## src/hw/rtl/fpa_pkg.sv

```systemverilog
// Shared types, operation codes and widths for the fixed-point ALU.
package fpa_pkg;

    localparam int DATA_W       = 32;
    localparam int FRAC_BITS    = 8;
    localparam int NUM_W        = DATA_W + FRAC_BITS;
    localparam int ACTION_W     = 4;
    localparam int DIV_STAGES   = DATA_W;
    localparam int DIV_LAT      = DIV_STAGES + 2;
    localparam int MUL_LAT      = 2;
    localparam int ALIGN_DEPTH  = DIV_LAT - MUL_LAT;

    localparam logic [ACTION_W-1:0] OP_ADD      = 4'd0;
    localparam logic [ACTION_W-1:0] OP_SUB      = 4'd1;
    localparam logic [ACTION_W-1:0] OP_MUL      = 4'd2;
    localparam logic [ACTION_W-1:0] OP_DIV      = 4'd3;
    localparam logic [ACTION_W-1:0] OP_GT       = 4'd4;
    localparam logic [ACTION_W-1:0] OP_LT       = 4'd5;
    localparam logic [ACTION_W-1:0] OP_GE       = 4'd6;
    localparam logic [ACTION_W-1:0] OP_LE       = 4'd7;
    localparam logic [ACTION_W-1:0] OP_EQ       = 4'd8;
    localparam logic [ACTION_W-1:0] OP_NE       = 4'd9;
    localparam logic [ACTION_W-1:0] OP_MIN      = 4'd10;
    localparam logic [ACTION_W-1:0] OP_MAX      = 4'd11;
    localparam logic [ACTION_W-1:0] OP_INC      = 4'd12;
    localparam logic [ACTION_W-1:0] OP_DEC      = 4'd13;
    localparam logic [ACTION_W-1:0] OP_FROM_INT = 4'd14;
    localparam logic [ACTION_W-1:0] OP_TO_INT   = 4'd15;

    localparam logic signed [DATA_W-1:0] MAX_VAL = {1'b0, {(DATA_W-1){1'b1}}};
    localparam logic signed [DATA_W-1:0] MIN_VAL = {1'b1, {(DATA_W-1){1'b0}}};

    typedef struct packed {
        logic [ACTION_W-1:0]      action;
        logic signed [DATA_W-1:0] operand_a;
        logic signed [DATA_W-1:0] operand_b;
    } req_item_t;

    typedef struct packed {
        logic signed [DATA_W-1:0] result_value;
        logic                     compare_true;
        logic                     overflowed;
        logic                     divided_by_zero;
    } rsp_item_t;

    // Magnitude of a signed word as unsigned (most negative value fits)
    function automatic logic [DATA_W-1:0] mag(input logic signed [DATA_W-1:0] v);
        logic [DATA_W-1:0] m;
        m = v[DATA_W-1] ? (~v + 1'b1) : v;
        return m;
    endfunction

endpackage

```

## src/hw/rtl/fpa_mul.sv

```systemverilog
// Two-stage rounding fixed-point multiplier with saturation.
module fpa_mul (
    input  logic                         clk,
    input  logic                         en,
    input  logic signed [fpa_pkg::DATA_W-1:0] operand_a,
    input  logic signed [fpa_pkg::DATA_W-1:0] operand_b,
    output fpa_pkg::rsp_item_t           result
);
    import fpa_pkg::*;

    logic [2*DATA_W-1:0] prod_reg;
    logic                neg_reg;
    rsp_item_t           result_reg;
    rsp_item_t           result_next;
    logic [2*DATA_W-1:0] rounded;
    logic [2*DATA_W-1:0] half;

    // Multiply magnitudes
    always_ff @(posedge clk)
    begin
        if (en)
        begin
            prod_reg <= mag(operand_a) * mag(operand_b);
            neg_reg  <= operand_a[DATA_W-1] ^ operand_b[DATA_W-1];
        end
    end

    // Round half away from zero, restore sign, saturate
    always_comb
    begin
        half        = {{(2*DATA_W-1){1'b0}}, 1'b1} << (FRAC_BITS - 1);
        rounded     = (prod_reg + half) >> FRAC_BITS;
        result_next = '0;
        if (neg_reg && rounded > {{DATA_W{1'b0}}, 1'b1, {(DATA_W-1){1'b0}}})
        begin
            result_next.result_value = MIN_VAL;
            result_next.overflowed   = 1'b1;
        end
        else if (!neg_reg && rounded > {{DATA_W{1'b0}}, 1'b0, {(DATA_W-1){1'b1}}})
        begin
            result_next.result_value = MAX_VAL;
            result_next.overflowed   = 1'b1;
        end
        else
        begin
            result_next.result_value = neg_reg ? -rounded[DATA_W-1:0] : rounded[DATA_W-1:0];
        end
    end

    always_ff @(posedge clk)
    begin
        if (en)
        begin
            result_reg <= result_next;
        end
    end

    assign result = result_reg;

endmodule

```

## config.mk

```make
export PLATFORM = sky130hd
export DESIGN_NAME = fpa_mul
export DESIGN_NICKNAME = d
export VERILOG_FILES = /design/src/hw/rtl/fpa_pkg.sv /design/src/hw/rtl/fpa_mul.sv
export SDC_FILE = /design/constraint.sdc
export NUM_CORES = 2
export LEC_CHECK = 0
export BUFFER_PORTS_ARGS = -buffer_cell sky130_fd_sc_hd__buf_2
export CELL_PAD_IN_SITES_DETAIL_PLACEMENT = 1
export CELL_PAD_IN_SITES_GLOBAL_PLACEMENT = 1
export CORE_MARGIN = 8
export CORE_UTILIZATION = 50
export DETAILED_ROUTE_END_ITERATION = 8
export MAX_ROUTING_LAYER = met4
export PLACE_DENSITY_LB_ADDON = 0.12
export REMOVE_ABC_BUFFERS = 1
export SYNTH_ARGS = -nofsm -noshare
export SYNTH_HDL_FRONTEND = slang
export SYNTH_SLANG_ARGS = --single-unit
```

## constraint.sdc

```tcl
create_clock -name clk -period 17.1 [get_ports clk]
set_clock_uncertainty 0.2 [all_clocks]
set_input_delay 3.42 -clock clk [delete_from_list [all_inputs] [get_ports clk]]
set_output_delay 3.42 -clock clk [all_outputs]
set_load 0.01 [all_outputs]
```

==> run metrics <==
final core utilization 53.7%; Synth Area in XOR/XNOR 5.01%; Setup crit start operand_b[0]; Site Rows 102; startpoint types input port; NumNets Final 5,590; Initial Utilization 50.2%; Yosys Warn Count 0; Critical Path AT 15.00 ns; largest net degree at the start of global routing 76; mean post-synth cell area 8.91 µm²; slowest stage delay, CP 0.61 ns; drt drc 0; RSZ-0062 raised after global routing no; nature of the critical path endpoint register; synth-to-layout area growth 7.08%; Worst-path clk slew 0.07 ns; r2r startpoint prod_reg[9]$_DFFE_PP_; layout cells sized above 1 8.15%; IO Port Bufs 98; Core Box Area 77,100 µm²; Worst Tran Pin Value 1.10 ns; WL/cell 25.5 µm; vias in the first global route 34,600; Post-synth ARST share 0%; Worst slew margin 26.4%; H-tree Lvls 3; register area share after synthesis 7.06%; PnR worst setup slack 2.03 ns; Worst EP required 17.04 ns; worst hold path class register to register; CP Max Fanout 23; Post-CTS Repair Setup Buffers 0; main area contributors after synthesis fa_1 (46%), inv_1 (8.7%), ha_1 (8.6%); status finished clean; HPWL Detailed 110 mm; CTS resizes 0; Synth Area in Adders 54.9%; Die ar. 86,500 µm²; Fin. Hold Viols 0; via count 31,200; num ports 101; post-synth cell types 88; delay-heaviest family, CP adder cells; ys flop type edfxtp_1; Clock Latency Late Sink 0.36 ns; CTS buffer count 9; HP Start prod_reg[13]$_DFFE_PP_; largest family of logic cells by synthesized area adder cells; max-cap viol count 0; Die Wd 294 µm; Root Driver clkbuf_16; CTS tree done; first-pass GRT wire length 211 mm; minimum clock period 15.07 ns; cell taking the most area after synthesis fa_1; max frequency 66.4 MHz; Final Slew Violations 0; Post-synth EDFFs 91; CP dominant cell by count fa_1; via/cell ratio 5.76; final setup vio count 0; top-area cell type share of the netlist area 46.3%; Setup CP Type input port to register; post-route ant nets 0; grt ovf 0; Synth Area in Compound Gates 5.88%; GRT Util Overall 33.5%; CP Buf/Inv Count 5; flip-flop and latch count after synthesis 91; DRT Pass-1 Iters 5; drt total wl 138 mm; hold-fix buffers at CTS 0; initial antenna violation count 4; slowest CP cell or4_1; Sum Neg Setup Slack 0 ns; Mapped Cells 4,341; post-synthesis mux area share 0.437%; clock sinks 91; Post-Syn Area 38,700 µm²; Synth Area in Simple Gates 15.8%; final worst path period share 88.1%; pre-CTS setup slack 1.72 ns; CTS Buffer Depth 2; GP Congestion 0.961; Die Y 294 µm; DRT iter0 DRCs 2,092; Largest register FFs 57
==> synthesized netlist by cell type, types with 46 or more instances <==
library cell  instances
nand2_1             579
a21o_1               46
a21oi_1              77
xor2_1               99
ha_1                265
edfxtp_1             91
nor2_1              548
clkbuf_1            185
inv_1               898
xnor2_1             115
o21ai_0              67
fa_1                895
==> worst min-delay path: cells and delay by family, from the launching register on <==
family / cells / cell delay, ns
flops: 1 / 0.42
xor+xnor: 1 / 0.13
compound gates: 1 / 0.13
==> layout make-up <==
type                            instances  area, µm²
Antenna cell                            5       12.5
Clock buffer                           10        229
Clock inverter                          6       63.8
Fill cell                            9059      35700
Inverter                              898       3370
Multi-Input combinational cell       3143      32300
Sequential cell                        91       2730
Tap cell                             1040       1300
Timing Repair Buffer                  221       1420
==> through the flow <==
step	cells	area (µm²)	hold slack (ns)
5_1_grt	5413	41400	0.649
6_report	5414	41400	0.603
3_5_place_dp	5393	41100	0.591
2_1_floorplan	4132	37800	0.485
4_1_cts	5409	41400	0.613
3_3_place_gp	5393	41100	0.603
==> logic make-up (layout without fill, tap and decap cells) <==
logic type	after synthesis	after routing
simple gates	1412	1412
fa+ha+maj	1160	1160
buf+inv	1108	1135
compound gates	335	335
xor+xnor	218	218
flops	91	91
mux	16	16
other cells	1	7
==> layout by cell type, fill, tap and decap left out, types with 67 or more instances in the layout <==
cell | netlist | routed
ha_1 | 265 | 265
buf_4 | 3 | 124
fa_1 | 895 | 895
nor2_1 | 548 | 548
a21oi_1 | 77 | 77
o21ai_0 | 67 | 67
xor2_1 | 99 | 81
xnor2_1 | 115 | 86
edfxtp_1 | 91 | 91
buf_2 | 17 | 97
nand2_1 | 579 | 579
inv_1 | 898 | 898
==> final timing paths <==
kind	end	slack, ns	cells past startpoint
max reg2reg	result[29]$_SDFFCE_PP0P_	12.10	11
min reg2reg	result[8]$_SDFFCE_PP0P_	0.60	2
max	prod_reg[62]$_DFFE_PP_	2.03	33
min	result[8]$_SDFFCE_PP0P_	0.60	2
==> metal layers <==
layer | part of all wire (%) | track usage (%)
met4 | 7.2 | 18.5
met1 | 38 | 40.5
met5 | 0 | -
met3 | 7.4 | 5.51
met2 | 48 | 53.7
Power is not shown: default switching activity piles up to over one toggle a cycle in this logic, so the estimate is an artifact.
